File: src/hw/rtl/hbsp_pkg.sv
// ----------------------------------------------------------------------------
// hbsp_pkg
// Shared constants and types of the eight-slot block probe unit.
// ----------------------------------------------------------------------------
package hbsp_pkg;

  localparam int LOG_MAX_BLOCKS = 10;
  localparam int HASH_BITS      = 32;
  localparam int STAMP_BITS     = 7;
  localparam int GROUP_ID_BITS  = 32;

  localparam int SLOTS    = 8;
  localparam int SLOT_W   = 3;
  localparam int STATUS_W = 8;
  localparam int ROW_W    = SLOTS * STATUS_W;
  localparam int BLK_W    = LOG_MAX_BLOCKS;
  localparam int ROWS     = 1 << BLK_W;
  localparam int ENTRY_W  = BLK_W + SLOT_W;
  localparam int ENTRIES  = 1 << ENTRY_W;
  localparam int CFG_W    = 4;
  localparam int SHIFT_W  = HASH_BITS + BLK_W;

  localparam logic [STATUS_W-1:0] EMPTY_MARK = 8'h80;
  localparam logic [SLOT_W-1:0]   LAST_SLOT  = 3'd7;

  typedef logic [ROW_W-1:0]         row_t;
  typedef logic [BLK_W-1:0]         blk_t;
  typedef logic [STAMP_BITS-1:0]    stamp_t;
  typedef logic [GROUP_ID_BITS-1:0] group_t;

  // Outcome of comparing one block row against a stamp.
  typedef struct packed {
    logic              found;
    logic [SLOT_W-1:0] slot;
  } sel_t;

endpackage

File: src/hw/rtl/hbsp_slot_select.sv
// ----------------------------------------------------------------------------
// hbsp_slot_select
// Compares the eight status bytes of a block with a stamp and picks the
// first matching slot, else the first empty slot, else the last slot.
// ----------------------------------------------------------------------------
module hbsp_slot_select (
  input  hbsp_pkg::row_t   row,
  input  hbsp_pkg::stamp_t stamp,
  output hbsp_pkg::sel_t   sel
);
  import hbsp_pkg::*;

  logic [SLOTS-1:0]    hit;
  logic [SLOTS-1:0]    empty;
  logic [STATUS_W-1:0] stamp_ext;
  logic [SLOT_W-1:0]   hit_slot;
  logic [SLOT_W-1:0]   empty_slot;

  assign stamp_ext = STATUS_W'(stamp);

  always_comb begin
    for (int i = 0; i < SLOTS; i++) begin
      hit[i]   = (row[i*STATUS_W +: STATUS_W] == stamp_ext);
      empty[i] = (row[i*STATUS_W +: STATUS_W] == EMPTY_MARK);
    end
  end

  // Priority encoders, lowest slot first; the last slot is the fallback.
  always_comb begin
    hit_slot   = LAST_SLOT;
    empty_slot = LAST_SLOT;
    for (int i = SLOTS - 1; i >= 0; i--) begin
      if (hit[i]) begin
        hit_slot = SLOT_W'(i);
      end
      if (empty[i]) begin
        empty_slot = SLOT_W'(i);
      end
    end
  end

  // A block whose last slot is occupied counts as full and reports found.
  assign sel.found = (|hit) | ~empty[SLOTS-1];
  assign sel.slot  = (|hit) ? hit_slot : empty_slot;

endmodule

File: config.mk
export PLATFORM = sky130hd
export DESIGN_NAME = hbsp_slot_select
export DESIGN_NICKNAME = d
export VERILOG_FILES = /design/src/hw/rtl/hbsp_pkg.sv /design/src/hw/rtl/hbsp_slot_select.sv
export SDC_FILE = /design/constraint.sdc
export NUM_CORES = 1
export LEC_CHECK = 0
export BUFFER_PORTS_ARGS = -buffer_cell sky130_fd_sc_hd__buf_2
export CORE_ASPECT_RATIO = 0.9
export CORE_UTILIZATION = 40
export DETAILED_ROUTE_END_ITERATION = 8
export PLACE_DENSITY = 0.81
export REMOVE_ABC_BUFFERS = 1
export SYNTH_ARGS = -nofsm -noshare
export SYNTH_HDL_FRONTEND = slang
export SYNTH_SLANG_ARGS = --single-unit
File: constraint.sdc
create_clock -name vclk -period 2.4
set_clock_uncertainty 0.15 [all_clocks]
set_input_delay 0.12 -clock vclk [all_inputs]
set_output_delay 0.12 -clock vclk [all_outputs]
set_load 0.005 [all_outputs]
==> flow_summary.toml <==
[global_route]
antenna_found_initial = 0
grt-ovfl-total = 0
grt_pass1_wl_um = 4510
grt_max_degree = 9
track_usage_pct = 23.5
grt_pass1_vias = 1085

[sta]
hold_violations = 0
rsz0062_at_grt = "false"
finalCritPeriodShare_pct = 79.5
maxSlewViolCount = 0
max_slew_margin_pct = 65.4
fin_crit_ns = 1.91
worst_pin_slew_ns = 0.512
final.setup.tns_ns = 0
fmax_mhz = 524
setup_viol = 0

[power_and_ir_drop]
swShare_pct = 51.4
power_frac_seq_pct = 0
power_density_nw_per_um2 = 144
power.internal_mw = 0.0921
peakVddDrop_uv = 114
p_switching_mw = 0.0974
p_clk_share_pct = 0
power.leakage_nw = 0.656
p_comb_share_pct = 100.0

[worst_setup_path]
path_delay_family = "simple AND/OR/NAND/NOR gates"
crit_buf_inv = 2
max_stage_delay_ns = 0.40
path_depth = 8
cp_slowest_cell = "nor4_1"
startpoint_type = "input port"
cpMostUsedCell = "buf_2"
crit_chain = "buf_2 > xor2_1 > nor4_1 > nand2_1 > nand4_1 > nor2_1 > a211oi_2 > buf_2"
cp.required_ns = 2.13
worst-path-max-fanout = 8
worstPathArrival_ns = 1.64
end_kind = "primary output"
critPathKind = "in -> out"

[flow_run]
cap_viol_max_count = 0

[yosys]
synthMuxAreaShare_pct = 0
syn-cell-area_um2 = 951
synth-simple-area-share_pct = 34.1
synth-xor-area-share_pct = 51.6
synth_top_family_by_area = "XOR/XNOR gates"
synth_compound_area_share_pct = 9.08
syn_area_per_cell_um2 = 7.26
ys.warnings.count = 0
ys_seq_area_share_pct = 0
synthAdderAreaFrac_pct = 0
synth_cell_types = 23
postSynthCellCount = 131

[floorplanning]
rows = 16
ios = 75
die_h_um = 48.3
core_area_um2 = 2200
die_x_um = 53.4
start_util_pct = 43.2
die_area_um2 = 2580

[worst_hold_path]
min_path_type = "in -> out"
hold_depth = 4

[drt]
drc = 0
wl_per_cell_um = 12.4
via_per_inst = 5.36
via_count = 1211
final_antenna_net_count = 0
drt_iter0_markers = 8
wirelength_um = 2800
drtPass1Iterations = 4

[final_layout]
antenna_cells = 0
layout-drive-gt1-share_pct = 39.2
fillers = 229
syn_to_final_growth_pct = 38.2
design.seq.count = 0
n_clock_buffer = 0
layout.area.seq_um2 = 0
nNetsFinal = 272
post-route-util_pct = 59.7

[clocking]
cts_setup_buffers = 0
holdBufCountCts = 0
post_cts_resize_count = 0

[run_status]
status = "complete, no violations"

[placed_design]
hpwl_um = 2460
gp_congestion = 0.797
portBuffers = 75
-- Yosys cell counts --
library cell	number	area [um^2]
a211oi_2	1	12.5
nand3_1	2	10.0
nand2_1	13	48.8
a21oi_1	3	15.0
a211o_1	1	8.76
nor4_1	23	144
o21bai_2	1	11.3
nand4_1	2	12.5
a21boi_0	1	7.51
nor4b_1	4	35.0
buf_6	1	11.3
a31oi_1	1	6.26
a22oi_2	1	12.5
o21ai_0	1	5.00
buf_2	4	20.0
inv_1	1	3.75
and4b_1	3	30.0
xor2_1	56	490
or4_1	1	7.51
or4b_1	1	10.0
o211ai_1	1	7.51
buf_4	2	15.0
nor2_1	7	26.3
-- routing by layer --
metal	global-route usage (%)	vias up	share of wire (%)
li1	-	611	-
met1	28.8	555	44
met4	0	0	0
met3	1.87	0	7.1
met2	47.5	45	49
met5	0	-	0
-- final timing paths --
| check | from | end | slack (ns) |
|---|---|---|---|
| setup / recovery | stamp[3] | sel[0] | 0.49 |
| hold / removal | row[60] | sel[3] | 0.39 |
-- tightest hold or removal path, cell delays in order --
cell     delay [ns]
buf_2          0.09
nor4_1         0.04
nand3_1        0.07
buf_2          0.10
-- layout make-up --
class | count | area [um^2] | share of cell area (%)
timing repair buffer | 75 | 375 | 28.6
inverter | 1 | 3.75 | 0.286
multi-input combinational | 123 | 901 | 68.6
tap | 27 | 33.8 | 2.57
-- stage by stage --
stage          cells  total power, mW  instance area [um^2]  worst slack [ns]  hold slack, ns
2_1_floorplan    124           0.0791                   905             0.850           0.190
3_3_place_gp     226            0.187                  1310             0.543           0.394
3_5_place_dp     226            0.190                  1310             0.507           0.396
4_1_cts          226            0.190                  1310             0.501           0.397
5_1_grt          226            0.209                  1310             0.371           0.420
6_report         226            0.189                  1310             0.493           0.394
-- placed cells by master, fill, tap and decap left out --
cell	instances
buf_2	75
xor2_1	56
nor4_1	23
nand2_1	13
nor2_1	7
nor4b_1	4
and4b_1	3
a21oi_1	3
nand4_1	2
nand3_1	2
a21boi_0	1
o211ai_1	1
a31oi_1	1
or4b_1	1
or4_1	1
a211o_1	1
a22oi_2	1
o21bai_2	1
inv_1	1
o21ai_0	1
a211oi_2	1
-- power by group through the flow --
stage	registers [mW]	logic [mW]	clock network [mW]
final	0	0.189	0
after detailed placement	0	0.190	0
after CTS	0	0.190	0
after global placement	0	0.187	0
after floorplan	0	0.0791	0
after global routing	0	0.209	0
-- cell families after synthesis --
| logic type | after synthesis |
|---|---|
| simple gates | 56 |
| xor+xnor | 56 |
| compound gates | 11 |
| buf+inv | 8 |
Power figures use the tool's default switching activity.
